[src/design/fem_global_matrix_assembly_unit_defines.svh]
// Assertion macros shared by the matrix assembly RTL.
`ifndef FEM_GLOBAL_MATRIX_ASSEMBLY_UNIT_DEFINES_SVH
`define FEM_GLOBAL_MATRIX_ASSEMBLY_UNIT_DEFINES_SVH

// Check a consequent in the same cycle as its antecedent.
`define FGMA_ASSERT_SAME(lbl, clk, rst, ante, cons, msg) \
   lbl: assert property (@(posedge clk) disable iff (rst) (ante) |-> (cons)) \
      else $error(msg);

// Check a consequent in the cycle after its antecedent.
`define FGMA_ASSERT_NEXT(lbl, clk, rst, ante, cons, msg) \
   lbl: assert property (@(posedge clk) disable iff (rst) (ante) |=> (cons)) \
      else $error(msg);

`endif

[src/design/fgma_pkg.sv]
// Types, constants and saturation helpers for the matrix assembly block.
`default_nettype none

package fgma_pkg;

   localparam int NODES_DEF = 64;
   localparam int CMD_W     = 3;
   localparam int NODE_W    = 6;
   localparam int VAL_W     = 32;
   localparam int SUM_W     = 50;

   localparam logic [VAL_W-1:0] INV_DT_RST = 32'd65536;

   localparam logic [CMD_W-1:0] CMD_SET_TEMP  = 3'd0;
   localparam logic [CMD_W-1:0] CMD_ADD_ELEM  = 3'd1;
   localparam logic [CMD_W-1:0] CMD_ADD_LOAD  = 3'd2;
   localparam logic [CMD_W-1:0] CMD_READ_MAT  = 3'd3;
   localparam logic [CMD_W-1:0] CMD_READ_LOAD = 3'd4;

   localparam logic signed [SUM_W-1:0] SAT_HI = 50'sd2147483647;
   localparam logic signed [SUM_W-1:0] SAT_LO = -50'sd2147483648;

   typedef struct packed {
      logic [CMD_W-1:0]        cmd;
      logic [NODE_W-1:0]       row_node;
      logic [NODE_W-1:0]       col_node;
      logic signed [VAL_W-1:0] h_value;
      logic signed [VAL_W-1:0] hbc_value;
      logic signed [VAL_W-1:0] c_value;
      logic signed [VAL_W-1:0] scalar_value;
   } req_type;

   typedef struct packed {
      logic signed [VAL_W-1:0] system_entry;
      logic signed [VAL_W-1:0] capacity_entry;
      logic signed [VAL_W-1:0] load_entry;
      logic                    saturated;
   } rsp_type;

   typedef enum logic [2:0] {
      ST_CLEAR,
      ST_IDLE,
      ST_FETCH,
      ST_SCALE,
      ST_TERM,
      ST_WRITE,
      ST_RESP
   } state_type;

   typedef struct packed {
      logic ready;
      logic accept;
      logic clear;
      logic clear_load;
      logic fetch;
      logic scale;
      logic term;
      logic write;
      logic rsp_load;
   } ctrl_type;

   function automatic logic ovf_q(input logic signed [SUM_W-1:0] v);
      return (v > SAT_HI) || (v < SAT_LO);
   endfunction

   function automatic logic signed [VAL_W-1:0] sat_q(input logic signed [SUM_W-1:0] v);
      logic signed [VAL_W-1:0] r;
      if (v > SAT_HI) begin
         r = 32'sh7FFF_FFFF;
      end else if (v < SAT_LO) begin
         r = 32'sh8000_0000;
      end else begin
         r = v[VAL_W-1:0];
      end
      return r;
   endfunction

endpackage

`default_nettype wire

[src/design/fgma_node_store.sv]
// Per-node load vector and temperature memories.
`default_nettype none

module fgma_node_store import fgma_pkg::*; #(
   parameter int NODES = NODES_DEF,
   localparam int LD_AW = $clog2(NODES)
) (
   input  logic                    clock,
   input  ctrl_type                ctrl,
   input  logic [LD_AW-1:0]        clr_addr,
   input  logic [LD_AW-1:0]        load_rd_addr,
   input  logic [LD_AW-1:0]        temp_rd_addr,
   input  logic                    load_wr_allow,
   input  logic [LD_AW-1:0]        load_wr_addr,
   input  logic signed [VAL_W-1:0] load_wd,
   input  logic                    temp_wr_en,
   input  logic [LD_AW-1:0]        temp_wr_addr,
   input  logic signed [VAL_W-1:0] temp_wd,
   output logic signed [VAL_W-1:0] load_rd,
   output logic signed [VAL_W-1:0] temp_rd
);

   logic signed [VAL_W-1:0] load_mem [NODES];
   logic signed [VAL_W-1:0] temp_mem [NODES];

   logic                    load_we;
   logic [LD_AW-1:0]        load_waddr;
   logic signed [VAL_W-1:0] load_d;

   always_comb begin
      load_we    = ctrl.clear_load || (ctrl.write && load_wr_allow);
      load_waddr = ctrl.clear ? clr_addr : load_wr_addr;
      load_d     = ctrl.clear ? '0 : load_wd;
   end

   always_ff @(posedge clock) begin
      if (load_we) begin
         load_mem[load_waddr] <= load_d;
      end
      if (temp_wr_en) begin
         temp_mem[temp_wr_addr] <= temp_wd;
      end
      if (ctrl.accept) begin
         load_rd <= load_mem[load_rd_addr];
         temp_rd <= temp_mem[temp_rd_addr];
      end
   end

endmodule

`default_nettype wire

[config.mk]
export PLATFORM = sky130hd
export DESIGN_NAME = fgma_node_store
export DESIGN_NICKNAME = d
export VERILOG_FILES = /design/src/design/fem_global_matrix_assembly_unit_defines.svh /design/src/design/fgma_pkg.sv /design/src/design/fgma_node_store.sv
export SDC_FILE = /design/constraint.sdc
export NUM_CORES = 2
export LEC_CHECK = 0
export BUFFER_PORTS_ARGS = -buffer_cell sky130_fd_sc_hd__buf_2
export CAP_MARGIN = 20
export CELL_PAD_IN_SITES_DETAIL_PLACEMENT = 1
export CELL_PAD_IN_SITES_GLOBAL_PLACEMENT = 2
export CORE_UTILIZATION = 38
export CTS_CLUSTER_SIZE = 16
export DETAILED_ROUTE_END_ITERATION = 12
export GPL_TIMING_DRIVEN = 0
export PLACE_DENSITY = 0.65
export SLEW_MARGIN = 40
export SYNTH_ARGS = -nofsm -noshare
export SYNTH_HDL_FRONTEND = slang
export SYNTH_SLANG_ARGS = --single-unit
[constraint.sdc]
create_clock -name clock -period 5.1 [get_ports clock]
set_clock_uncertainty 0.15 [all_clocks]
set_input_delay 0.765 -clock clock [delete_from_list [all_inputs] [get_ports clock]]
set_output_delay 0.765 -clock clock [all_outputs]
set_load 0.01 [all_outputs]
==> metrics.txt <==
outcome finished clean; Multi-input gate area between 30000 and 40000 sq um; Rel. slew slack about a third; worst skew pair latency 1.04 ns; initial antenna violation count 38; CTS sink cnt 4160; most frequent cell after synthesis edfxtp_1; Synth Area in Compound Gates 2.42%; synth top area cells edfxtp_1 79%, mux4_2 14%, mux2i_1 1.1%; Final Critical Period ~4.5 ns; Synth Area in Adders 0%; Worst-Margin Slew slightly below 1 ns; crit path max fanout 10; Core Area between 400000 and 500000 sq um; crit-path max cell delay roughly 0.83 ns; number of enable flip-flop cells after synthesis about 4.2k; crit path DAT 5.01 ns; most frequent CP cell buf_2; routability congestion estimate about 0.85; Num CTS Buffers approximately 430; Clock Path Buffers 4; Root Driver clkbuf_16; largest family of logic cells by synthesized area multiplexers; overall routed net length 513 mm; LEAKAGE around 57 nW; total congestion overflow 0; Period Utilization, post-route about nine tenths; worst hold start temp_wd[9]; Mapped Nets 6957; Chip Height roughly 650 um; Syn-to-layout area delta 20.3%; # DRC 0; multiplexer area fraction after synthesis 15.6%; CTS-repair resized insts 0; R2R Setup Slk roughly 2.0 ns; first-pass GRT wire length around 700 mm; unrepaired setup endpoints after global routing no; DRT iter0 DRCs 10.5k; Synth Area per Inst between 20 and 25 sq um; Synth Register Bits between 4k and 5k; MaxCap Viol Count 0; Cells after DPL around 13k; I/O Buffers between 150 and 200; final instance count without filler cells ~14k; first-pass iteration count of the detailed router 5; die width between 600 and 700 um; initial core utilization about two fifths; Post-Synth Simple-Gate Area roughly 1.5%; Top FF cell, synth edfxtp_1; post-CTS setup buffers 0; Seq. cell area between 100000 and 150000 sq um; Fill cells ~37k; share of cells above drive strength 1 about a third; CP required between 5 and 6 ns; CP delay by family, top buffers and inverters; total number of vias about 81k; Worst VDD drop around 0.33 mV; total die area about 420000 sq um; Async SR Flop Fraction 0%; synthesized instance count 6851; min-delay worst type primary input to flop; Worst R2R Start temp_mem[55][17]$_DFFE_PP_; Total GRT Usage between 20% and 30%; final setup fails 0; CTS tree built; worst hold path endpoint temp_mem[37][9]$_DFFE_PP_; Post-DRT Antenna Nets 0; Crit Reg-Reg Endpoint temp_rd[17]$_DFFE_PP_; maximum clock rate roughly 220 MHz; Startpoint Class primary input; DP Wirelength around 360 mm; power per cell area roughly 390 nW/um^2; critical path class primary input to flop; CP endpoint kind flop; Vias/cell 5.90; post-synth top area share approximately four fifths; I/O Pins 170; maximum level of the CTS H-tree 5; Final Hold Fails 0; synth unique cells 49; post-layout net count approximately 8.0k; Seq/Total Area, Yosys around four fifths; hold_buf cts 5; routed length per instance ~37 um; vias in the first global route between 80k and 90k; clk slew on worst S/H paths roughly 0.06 ns; CP Buf/Inv Count 4; Tot Pwr roughly 0.073 W; Synth top cells by count 4160 x edfxtp_1, 1011 x mux4_2, 215 x nor2_1; Hold Path Stages 1; mapped cell area around 160000 sq um; Synth Area in XOR/XNOR 0%; worst r2r path cells 5; largest area contributor in the netlist edfxtp_1; Slew Viols, Final 0; largest net degree at the start of global routing 65; Row Count 236; Synth warnings 0; critical path, cell by cell buf_2 -> buf_4 -> buf_2 -> buf_2 -> nand3_1 -> o221ai_1 -> a21oi_1 -> a31oi_1 -> nor2_1; Slowest cell on crit path a31oi_1
area by class of cell:
class	instances	area share (%)
Antenna cell	16	0.0211
Buffer	386	1.15
Clock buffer	536	5.96
Clock inverter	236	1.17
Inverter	5	0.00988
Multi-Input combinational cell	2300	17.0
Sequential cell	4160	65.8
Tap cell	5474	3.61
Timing Repair Buffer	604	5.26
placed cells by master, fill, tap and decap left out, types with 91 or more instances in the layout:
cell type and instances:
nor2_4 124, buf_8 161, buf_4 134, clkbuf_1 180
nor2_1 91, buf_16 216, nand2_1 122, o21ai_0 104
buf_2 273, clkinv_1 98, o22ai_1 175, edfxtp_1 4160
mux2i_1 167, clkbuf_16 437, mux4_2 1011
how the worst max path moves through the flow:
stage	start	end	slack [ns]	cells past startpoint
6_report	temp_rd_addr[1]	temp_rd[17]$_DFFE_PP_	0.56	9
5_1_grt	temp_rd_addr[1]	temp_rd[17]$_DFFE_PP_	0.64	9
4_1_cts	temp_rd_addr[1]	temp_rd[17]$_DFFE_PP_	0.68	9
3_5_place_dp	temp_rd_addr[1]	temp_rd[17]$_DFFE_PP_	-0.33	9
3_3_place_gp	temp_wr_addr[4]	temp_mem[16][21]$_DFFE_PP_	-3.82	4
2_1_floorplan	temp_wr_addr[4]	temp_mem[18][0]$_DFFE_PP_	0.88	4
where the power goes:
| part | internal, W | leakage [nW] | switching (W) |
|---|---|---|---|
| Combinational | 0.00144 | 15.3 | 0.00294 |
| Clock | 0.0173 | 6.56 | 0.0134 |
| Sequential | 0.0380 | 35.2 | 0.0000818 |
logic make-up (layout without fill, tap and decap cells):
family,count (synthesis),after routing
buf+inv,391,1767
simple gates,526,526
flops,4160,4160
compound gates,578,578
mux,1196,1196
other cells,0,16
per-stage QoR:
stage | hold WS [ns] | setup WS (ns) | utilization (%) | setup TNS (ns) | area [sq um]
after floorplan | 0.598 | 0.876 | - | 0 | 158000
after global placement | 0.864 | -3.82 | 40.0 | -6669.86 | 166000
after detailed placement | 0.863 | -0.328 | 42.6 | -1.46 | 176000
after CTS | 0.00222 | 0.681 | 45.9 | 0 | 190000
after global routing | 0.00000933 | 0.641 | 45.9 | 0 | 190000
final | 0.0367 | 0.562 | 45.9 | 0 | 190000
routing by layer:
layer	track usage (%)	vias up	wire length, um	part of all wire [%]
met2	39.0	3994	244000	47
li1	-	31545	-	-
met3	3.79	876	41100	8.0
met4	10.2	20	24600	4.8
met5	0	-	136	0.027
met1	33.1	44533	204000	40
registers in the layout, indices dropped and copies added (netlist names):
register  count
temp_mem   2048
load_mem   2048
temp_rd      32
load_rd      32
No activity file was read; power rests on OpenSTA's default activity.
