$ cat src/design/fem_global_matrix_assembly_unit_defines.svh
// Assertion macros shared by the matrix assembly RTL.
`ifndef FEM_GLOBAL_MATRIX_ASSEMBLY_UNIT_DEFINES_SVH
`define FEM_GLOBAL_MATRIX_ASSEMBLY_UNIT_DEFINES_SVH

// Check a consequent in the same cycle as its antecedent.
`define FGMA_ASSERT_SAME(lbl, clk, rst, ante, cons, msg) \
   lbl: assert property (@(posedge clk) disable iff (rst) (ante) |-> (cons)) \
      else $error(msg);

// Check a consequent in the cycle after its antecedent.
`define FGMA_ASSERT_NEXT(lbl, clk, rst, ante, cons, msg) \
   lbl: assert property (@(posedge clk) disable iff (rst) (ante) |=> (cons)) \
      else $error(msg);

`endif

$ cat src/design/fgma_pkg.sv
// Types, constants and saturation helpers for the matrix assembly block.
`default_nettype none

package fgma_pkg;

   localparam int NODES_DEF = 64;
   localparam int CMD_W     = 3;
   localparam int NODE_W    = 6;
   localparam int VAL_W     = 32;
   localparam int SUM_W     = 50;

   localparam logic [VAL_W-1:0] INV_DT_RST = 32'd65536;

   localparam logic [CMD_W-1:0] CMD_SET_TEMP  = 3'd0;
   localparam logic [CMD_W-1:0] CMD_ADD_ELEM  = 3'd1;
   localparam logic [CMD_W-1:0] CMD_ADD_LOAD  = 3'd2;
   localparam logic [CMD_W-1:0] CMD_READ_MAT  = 3'd3;
   localparam logic [CMD_W-1:0] CMD_READ_LOAD = 3'd4;

   localparam logic signed [SUM_W-1:0] SAT_HI = 50'sd2147483647;
   localparam logic signed [SUM_W-1:0] SAT_LO = -50'sd2147483648;

   typedef struct packed {
      logic [CMD_W-1:0]        cmd;
      logic [NODE_W-1:0]       row_node;
      logic [NODE_W-1:0]       col_node;
      logic signed [VAL_W-1:0] h_value;
      logic signed [VAL_W-1:0] hbc_value;
      logic signed [VAL_W-1:0] c_value;
      logic signed [VAL_W-1:0] scalar_value;
   } req_type;

   typedef struct packed {
      logic signed [VAL_W-1:0] system_entry;
      logic signed [VAL_W-1:0] capacity_entry;
      logic signed [VAL_W-1:0] load_entry;
      logic                    saturated;
   } rsp_type;

   typedef enum logic [2:0] {
      ST_CLEAR,
      ST_IDLE,
      ST_FETCH,
      ST_SCALE,
      ST_TERM,
      ST_WRITE,
      ST_RESP
   } state_type;

   typedef struct packed {
      logic ready;
      logic accept;
      logic clear;
      logic clear_load;
      logic fetch;
      logic scale;
      logic term;
      logic write;
      logic rsp_load;
   } ctrl_type;

   function automatic logic ovf_q(input logic signed [SUM_W-1:0] v);
      return (v > SAT_HI) || (v < SAT_LO);
   endfunction

   function automatic logic signed [VAL_W-1:0] sat_q(input logic signed [SUM_W-1:0] v);
      logic signed [VAL_W-1:0] r;
      if (v > SAT_HI) begin
         r = 32'sh7FFF_FFFF;
      end else if (v < SAT_LO) begin
         r = 32'sh8000_0000;
      end else begin
         r = v[VAL_W-1:0];
      end
      return r;
   endfunction

endpackage

`default_nettype wire

$ cat src/design/fgma_ctrl.sv
// Sequencer: clearing sweep after reset and per-item step control.
`default_nettype none

module fgma_ctrl import fgma_pkg::*; #(
   parameter int NODES = NODES_DEF,
   localparam int MAT_AW = $clog2(NODES * NODES)
) (
   input  logic              clock,
   input  logic              reset,
   input  logic              req_valid,
   input  logic [CMD_W-1:0]  req_cmd,
   input  logic [CMD_W-1:0]  item_cmd,
   input  logic              rsp_free,
   output ctrl_type          ctrl,
   output logic [MAT_AW-1:0] clr_addr
);

   state_type         state_ff, state_in;
   logic [MAT_AW-1:0] clr_cnt_ff, clr_cnt_in;
   logic              clr_last;

   assign clr_last = (clr_cnt_ff == MAT_AW'(NODES * NODES - 1));
   assign clr_addr = clr_cnt_ff;

   always_comb begin
      state_in   = state_ff;
      clr_cnt_in = clr_cnt_ff;
      case (state_ff)
         ST_CLEAR: begin
            clr_cnt_in = clr_cnt_ff + 1'b1;
            if (clr_last) begin
               state_in = ST_IDLE;
            end
         end
         ST_IDLE: begin
            if (req_valid) begin
               if (req_cmd inside {CMD_ADD_ELEM, CMD_ADD_LOAD, CMD_READ_MAT,
                                   CMD_READ_LOAD}) begin
                  state_in = ST_FETCH;
               end
            end
         end
         ST_FETCH: begin
            case (item_cmd)
               CMD_ADD_ELEM: state_in = ST_SCALE;
               CMD_ADD_LOAD: state_in = ST_WRITE;
               default:      state_in = ST_RESP;
            endcase
         end
         ST_SCALE: state_in = ST_TERM;
         ST_TERM:  state_in = ST_WRITE;
         ST_WRITE: state_in = ST_IDLE;
         ST_RESP: begin
            if (rsp_free) begin
               state_in = ST_IDLE;
            end
         end
         default: state_in = ST_IDLE;
      endcase
   end

   always_comb begin
      ctrl            = '0;
      ctrl.ready      = (state_ff == ST_IDLE);
      ctrl.accept     = (state_ff == ST_IDLE) && req_valid;
      ctrl.clear      = (state_ff == ST_CLEAR);
      ctrl.clear_load = (state_ff == ST_CLEAR) && (32'(clr_cnt_ff) < NODES);
      ctrl.fetch      = (state_ff == ST_FETCH);
      ctrl.scale      = (state_ff == ST_SCALE);
      ctrl.term       = (state_ff == ST_TERM);
      ctrl.write      = (state_ff == ST_WRITE);
      ctrl.rsp_load   = (state_ff == ST_RESP) && rsp_free;
   end

   always_ff @(posedge clock) begin
      if (reset) begin
         state_ff   <= ST_CLEAR;
         clr_cnt_ff <= '0;
      end else begin
         state_ff   <= state_in;
         clr_cnt_ff <= clr_cnt_in;
      end
   end

endmodule

`default_nettype wire

$ cat config.mk
export PLATFORM = sky130hd
export DESIGN_NAME = fgma_ctrl
export DESIGN_NICKNAME = d
export VERILOG_FILES = /design/src/design/fem_global_matrix_assembly_unit_defines.svh /design/src/design/fgma_pkg.sv /design/src/design/fgma_ctrl.sv
export SDC_FILE = /design/constraint.sdc
export NUM_CORES = 1
export LEC_CHECK = 0
export BUFFER_PORTS_ARGS = -buffer_cell sky130_fd_sc_hd__clkbuf_2
export CORE_MARGIN = 8
export CORE_UTILIZATION = 47
export CTS_CLUSTER_SIZE = 14
export DETAILED_ROUTE_END_ITERATION = 8
export PLACE_DENSITY = 0.85
export SYNTH_ARGS = -nofsm -noshare
export SYNTH_HDL_FRONTEND = slang
export SYNTH_SLANG_ARGS = --single-unit
$ cat constraint.sdc
create_clock -name clock -period 2.18 [get_ports clock]
set_input_delay 0.327 -clock clock [delete_from_list [all_inputs] [get_ports clock]]
set_output_delay 0.327 -clock clock [all_outputs]
set_load 0.01 [all_outputs]
==> results.yml, run 1 <==
global_route:
  grt-ovfl-total: 0
  grt_pass1_wl_mm: 3.325
  antenna_found_initial: 0
  grt_pass1_vias: 747
  grt_max_degree: 17
  groute.usage.overall_pct: 12.40
power_and_ir_drop:
  power_density_nw_per_um2: 798.1
  max-vdd-ir-drop_v: 0.0005812
  p_leak_nw: 0.4244
detailed_routing:
  antenna_left: 0
  initialDrtViolationCount: 17
  wl_per_cell_um: 12.79
  drc_errors: 0
  viasPerCell: 5.588
  vias: 827
  routed_wirelength_mm: 1.893
  drt_pass1_iterations: 4
die:
  die_h_um: 57.57
  initial_core_util_pct: 48.61
  rows: 15
  ios: 31
  die_area_um2: 3314
  die_w_um: 57.57
  core_area_um2: 1670
min_path:
  hold_depth: 3
  hold_path.class: "in2reg"
final_layout:
  drive_gt1_share_pct: 27.48
  num-nets-final: 143
  antenna_cells: 0
  synthToLayoutAreaGrowth_pct: 20.96
  final_util_pct: 58.80
critical_path:
  startpoint_type: "flop"
  crit_cells: 3
  cp_slowest_stage_delay_ns: 0.49
  cp_max_fo: 10
  crit_family: "simple AND/OR/NAND/NOR gates"
  criticalPathCategory: "reg2out"
  crit_slowest_cell: "or3_4"
  cp.arrival_ns: 1.62
  worstPathCellList: "or3_4 -> nor4_1 -> clkbuf_2"
  cp_data_required_time_ns: 1.85
  reg2reg_depth: 5
  critPathCaptureType: "output port"
  path_buf_inv: 1
sta:
  period_share_pct: 89.27
  finalCriticalPeriod_ns: 1.946
  setup_viol: 0
  rsz0062_at_grt: "false"
  max-slew-margin-rel_pct: 71.37
  fin_skew_ns: 0.008435
  fmax_mhz: 513.9
  setup_tns_ns: 0
  hold_viol_final: 0
  slew_violations: 0
  worstMarginPinSlew_ns: 0.4285
flow_run:
  drv_cap: 0
clocking:
  cts_setup_buffers: 0
  clk_latency_ns: 0.29
  cts.htree.levels: 1
  clkTransAtPathRegs_ns: 0.09
  clockBufferDepth: 2
  cts_root_buffer: "clkbuf_4"
  cts_tree: "done"
  numClockSinks: 15
  cts_buffers: 3
  ctsHoldBuffers: 0
synth:
  yosysUniqueCellTypes: 30
  syn-num-nets: 113
  yosysSeqAreaShare_pct: 36.98
  synth_flop_cell: "dfxtp_1"
  yosys.area.top_type: "dfxtp_1"
  synth.top_cell.area_share_pct: 36.98
  synth_async_sr_flop_share_pct: 0
  ys_ff_latch: 15
  syn_inst: 102
  synth_area_per_cell_um2: 7.961
  synthTopCellsByArea: "dfxtp_1 (37%), nor2_1 (6.9%), xor2_1 (5.4%), xnor2_1 (4.3%), nand4_1 (3.9%)"
  synth_commonest_cells: "dfxtp_1 (15), nor2_1 (15), nand2_1 (8)"
  synth_edf_count: 0
  syn-cell-area_um2: 812.0
  yosys_warnings: 0
placement:
  hpwl_mm: 1.466
  gp_congestion: 0.7578
  port_buffers: 30
run_status:
  status: "complete, no violations"
==> state kept, by name, summed over array words and instances, names as in the netlist <==
signal and flops:
clr_addr 12, state_ff 3
==> where the power goes <==
group          internal (mW)  switching, mW
combinational          0.117          0.157
sequential             0.307         0.0435
clock                 0.0683         0.0914
total                  0.492          0.292
==> through the flow <==
| step | hold WS, ns | power, mW | setup WS (ns) | instance area (um^2) | instances |
|---|---|---|---|---|---|
| detailed placement | 0.4881 | 0.6235 | 0.4418 | 949.7 | 144 |
| global placement | 0.4899 | 0.6159 | 0.4800 | 949.7 | 144 |
| global route | 0.2986 | 0.8417 | 0.08889 | 982.2 | 148 |
| CTS | 0.2879 | 0.7890 | 0.1097 | 977.2 | 148 |
| finish | 0.3035 | 0.7839 | 0.2339 | 982.2 | 148 |
| floorplan | 0.4769 | 0.5475 | 0.5140 | 812.0 | 102 |
==> worst register-to-register path, stage by stage, from the launching register on <==
cell and delay, ns:
dfxtp_1 0.40, or3_4 0.49, inv_6 0.11, nand3_1 0.11
or3_1 0.33, a21oi_1 0.14
==> cell families after synthesis <==
logic type      share of synthesized area [%]
flops                                   36.98
buf+inv                                 6.625
fa+ha+maj                               1.541
simple gates                            32.67
compound gates                          12.48
xor+xnor                                9.707
==> path summary, 6_finish.rpt <==
kind	slack [ns]	start	end
max	0.23	state_ff[2]	ctrl[5]
min	0.30	req_valid	state_ff[1]
max reg2reg	0.53	state_ff[2]	clr_addr[11]
min reg2reg	0.50	clr_addr[1]	clr_addr[1]
==> per-layer routing <==
metal	up-vias	routed length, um	GRT usage, %
met5	-	0	0
met4	0	29	5.357
met3	5	106	4.260
met2	20	945	20.58
met1	376	811	13.96
li1	426	-	-
==> area by class of cell <==
cell class / instances / area [um^2]
Fill cell: 167 / 688.2
Tap cell: 17 / 21.27
Multi-Input combinational cell: 78 / 462.9
Clock inverter: 1 / 5.005
Timing Repair Buffer: 30 / 150.1
Sequential cell: 15 / 300.3
Clock buffer: 3 / 22.52
Inverter: 4 / 20.02
==> timing repair <==
action / in CTS / in global routing
endpoints found under the setup margin: 0 / 1
resized for setup: 0 / 1
hold endpoints to repair: 0 / 0
==> layout by cell type, fill, tap and decap left out, drive strengths merged, types with 3 or more instances in the layout <==
master  count
xor2        5
clkbuf     33
inv         4
and3        3
nor3        4
or3         4
nand4       5
nand2       8
xnor2       4
dfxtp      15
nand3       4
o21ai       4
a21oi       6
nor2       15
Power figures use the tool's default switching activity.
==> inputs of run 2 (changes only) <==
PLACE_DENSITY = 0.77   (was 0.85)
clock period = 2.2 ns   (was 2.18 ns; I/O delays follow)
==> run 2 against run 1 <==
Net effect: non-clock buffer count stayed put; core utilization fell by 0.30 points; critical path depth did not move; combinational power shrank 3%; clock-buffer cell count unchanged; sequential power down 1%; critical path type unchanged; critical endpoint unchanged.
==> results.yml, run 2 (synthesis gave the netlist of run 1 again) <==
run_status:
  status: "complete, no violations"
global_route:
  grt-ovfl-total: 0
  grt_pass1_vias: 726
  grt_pass1_wl_mm: 3.139
  groute.usage.overall_pct: 11.71
  grt_max_degree: 17
  antenna_found_initial: 0
sta:
  slew_violations: 0
  setup_viol: 0
  worstMarginPinSlew_ns: 0.4918
  fin_skew_ns: 0.005454
  hold_viol_final: 0
  rsz0062_at_grt: "false"
  period_share_pct: 94.24
  fmax_mhz: 482.3
  hold_ws_ns: 0.3013
  finalCriticalPeriod_ns: 2.073
  max-slew-margin-rel_pct: 67.14
  setup_tns_ns: 0
critical_path:
  cp_max_fo: 10
  cp_data_required_time_ns: 1.87
  worstPathCellList: "or3_1 -> nor4_1 -> clkbuf_2"
  cp.arrival_ns: 1.74
  startpoint_type: "flop"
  criticalPathCategory: "reg2out"
  critPathCaptureType: "output port"
  crit_slowest_cell: "or3_1"
  cp_slowest_stage_delay_ns: 0.57
clocking:
  clockBufferDepth: 2
  cts_root_buffer: "clkbuf_4"
  clkTransAtPathRegs_ns: 0.09
  cts_resized: 0
  cts.htree.levels: 1
  cts_setup_buffers: 0
  ctsHoldBuffers: 0
  numClockSinks: 15
  clk_latency_ns: 0.29
  cts_tree: "done"
  cts_buffers: 3
detailed_routing:
  vias: 825
  routed_wirelength_mm: 1.908
  drc_errors: 0
  wl_per_cell_um: 12.89
  drt_pass1_iterations: 4
  viasPerCell: 5.574
  initialDrtViolationCount: 30
  antenna_left: 0
final_layout:
  drive_gt1_share_pct: 26.72
  synthToLayoutAreaGrowth_pct: 20.34
  num-nets-final: 143
  antenna_cells: 0
  num-fill-cells: 158
  final_util_pct: 58.50
  layout_common_cells: "clkbuf_2 (30), nor2_1 (15), dfxtp_1 (15)"
  instances_no_fill: 148
  layout.cells.most_common: "clkbuf_2"
  largest_reg_flops: 12
power_and_ir_drop:
  power_density_nw_per_um2: 788.1
  p_leak_nw: 0.4260
  max-vdd-ir-drop_v: 0.0005541
  power.total_mw: 0.7701
min_path:
  hold_path.class: "in2reg"
flow_run:
  drv_cap: 0
placement:
  hpwl_mm: 1.529
  gp_congestion: 0.8169
  place_inst: 144
  port_buffers: 30
die:
  ios: 31
  die_h_um: 57.57
  rows: 15
  core_area_um2: 1670
  die_w_um: 57.57
  initial_core_util_pct: 48.61
  die_area_um2: 3314
## run 2: power breakdown
part	switching (mW)	internal [mW]
clock network	0.0922	0.0676
registers	0.0415	0.304
logic	0.157	0.108
## run 2: final timing paths
path	start	to	slack, ns	depth (start not counted)
max	state_ff[2]	ctrl[5]	0.13	3
max reg2reg	state_ff[2]	clr_addr[9]	0.44	5
min reg2reg	clr_addr[1]	clr_addr[1]	0.50	2
min	req_valid	state_ff[1]	0.30	3
## run 2: worst max-delay path, delay by kind of cell, from the launching register on
| kind | cells | cell delay (ns) |
|---|---|---|
| and+or+nand+nor | 2 | 0.88 |
| DFF | 1 | 0.39 |
| buffers and inverters | 1 | 0.19 |
## run 2: final cells by class
class | instances | area (um^2) | share of cell area, %
well taps | 17 | 21.27 | 2.177
multi-input cells | 78 | 457.9 | 46.86
clock buffers | 3 | 22.52 | 2.305
flip-flops and latches | 15 | 300.3 | 30.73
repair buffers | 30 | 150.1 | 15.36
inverters | 4 | 20.02 | 2.049
clock inverters | 1 | 5.005 | 0.5122
## run 2: through the flow
step                cell area [um^2]  setup WS (ns)
floorplan                      812.0         0.5310
finish                         977.2         0.1268
detailed placement             949.7         0.4546
CTS                            977.2         0.1207
global placement               949.7         0.5054
global route                   977.2        0.04317
## run 2: routing by layer
metal  up-vias  track usage, %  wire [um]
li1        427               -          -
met1       378           13.68        871
met2        20           19.13        923
met3         0           5.381        113
met4         0           2.143          0
met5         -               0          0
==> inputs of run 3 (changes only) <==
CORE_MARGIN = 2   (was 8)
CORE_UTILIZATION = 40   (was 47)
PLACE_DENSITY = 0.67   (was 0.77)
==> run 3 against run 2 <==
Net effect: clock skew rose by 0.0029 ns; sequential share of layout area fell by 0.35 points; core utilization fell by 7.6 points; via count fell by 1.9%; first-iteration DRC count fell by 40%; critical path type unchanged; largest power group unchanged.
==> results.yml, run 3 (synthesis gave the netlist of run 1 again) <==
critical_path:
  cp.arrival_ns: 1.69
  startpoint_type: "flop"
  r2r_slack_ns: 0.44
  critPathCaptureType: "output port"
  reg2reg_from: "state_ff[2]"
  cp_max_fo: 10
  cp_data_required_time_ns: 1.87
  worstPathCellList: "or3_1 -> nor4_1 -> clkbuf_2"
  crit_end: "ctrl[5]"
  crit_slowest_cell: "or3_1"
  r2r-end: "clr_addr[9]"
  criticalPathCategory: "reg2out"
  crit_path_start: "state_ff[2]"
  cp_slowest_stage_delay_ns: 0.57
  reg2reg_depth: 5
final_layout:
  num-fill-cells: 217
  drive_gt1_share_pct: 25.95
  layout.cells.most_common: "clkbuf_2"
  num-nets-final: 143
  antenna_cells: 0
  largest_reg_flops: 12
  layout_common_cells: "clkbuf_2 (30), nor2_1 (15), dfxtp_1 (15)"
  synthToLayoutAreaGrowth_pct: 21.73
die:
  rows: 16
  die_area_um2: 2406
  ios: 31
  initial_core_util_pct: 41.82
  die_w_um: 49.06
  die_h_um: 49.06
  core_area_um2: 1942
sta:
  hold_ws_ns: 0.2984
  hold_viol_final: 0
  fin_skew_ns: 0.008340
  fmax_mhz: 494.2
  setup_viol: 0
  slew_violations: 0
  worstMarginPinSlew_ns: 0.4551
  rsz0062_at_grt: "false"
  finalCriticalPeriod_ns: 2.023
  max-slew-margin-rel_pct: 69.59
  setup_tns_ns: 0
  period_share_pct: 91.97
power_and_ir_drop:
  max-vdd-ir-drop_v: 0.0005459
  power_density_nw_per_um2: 771.8
  p_leak_nw: 0.4233
  power.total_mw: 0.7629
clocking:
  numClockSinks: 15
  cts_root_buffer: "clkbuf_4"
  cts_setup_buffers: 0
  cts_buffers: 3
  clockBufferDepth: 2
  ctsHoldBuffers: 0
  clkTransAtPathRegs_ns: 0.09
  cts_resized: 0
  cts.htree.levels: 1
  clk_latency_ns: 0.28
  cts_tree: "done"
detailed_routing:
  initialDrtViolationCount: 18
  vias: 809
  viasPerCell: 5.120
  drt_pass1_iterations: 4
  drc_errors: 0
  routed_wirelength_mm: 1.708
  wl_per_cell_um: 10.81
  antenna_left: 0
global_route:
  groute.usage.overall_pct: 15.93
  grt_max_degree: 17
  grt-ovfl-total: 0
  antenna_found_initial: 0
  grt_pass1_wl_mm: 3.077
  grt_pass1_vias: 737
placement:
  hpwl_mm: 1.289
  port_buffers: 30
  gp_congestion: 0.7917
run_status:
  status: "complete, no violations"
flow_run:
  drv_cap: 0
min_path:
  hold_path.class: "in2reg"
==> run 3: worst min-delay path by stage <==
| stage | start | endpoint | slack, ns | cells after the start |
|---|---|---|---|---|
| after floorplan | req_valid | state_ff[1] | 0.48 | 2 |
| after global placement | clr_addr[10] | clr_addr[10] | 0.49 | 2 |
| after detailed placement | clr_addr[1] | clr_addr[1] | 0.49 | 2 |
| after CTS | req_valid | state_ff[1] | 0.29 | 3 |
| after global routing | req_valid | state_ff[1] | 0.31 | 3 |
| final | req_valid | state_ff[1] | 0.30 | 3 |
==> run 3: worst max-delay path, delay by kind of cell, from the launching register on <==
kind | cells | cell delay [ns]
buffers and inverters | 1 | 0.18
and+or+nand+nor | 2 | 0.84
DFF | 1 | 0.39
==> run 3: layout make-up <==
class	count	area (um^2)	area share, %
Inverter	4	20.02	2.025
Timing Repair Buffer	30	150.1	15.19
Tap cell	27	33.78	3.418
Multi-Input combinational cell	78	457.9	46.33
Clock buffer	4	26.28	2.658
Sequential cell	15	300.3	30.38
==> run 3: report_power, final <==
part / total [mW] / switching (mW) / internal (mW)
Combinational: 0.261 / 0.152 / 0.109
Sequential: 0.347 / 0.0429 / 0.304
Clock: 0.155 / 0.0846 / 0.0704
==> run 3: layer usage <==
layer  vias up  share of wire (%)  GRT usage, %
li1        422                  -             -
met1       362                 48         21.46
met2        25                 45         25.11
met3         0                6.9         5.215
met4         0                  0         2.857
met5         -                  0             0
==> run 3: stage by stage <==
stage,worst slack [ns],std cells,cell area [um^2],utilization (%)
floorplan,0.5310,102,812.0,-
global route,0.05914,158,988.4,50.90
CTS,0.1683,158,988.4,50.90
finish,0.1767,158,988.4,50.90
detailed placement,0.4509,154,962.2,49.55
global placement,0.4829,154,962.2,49.55
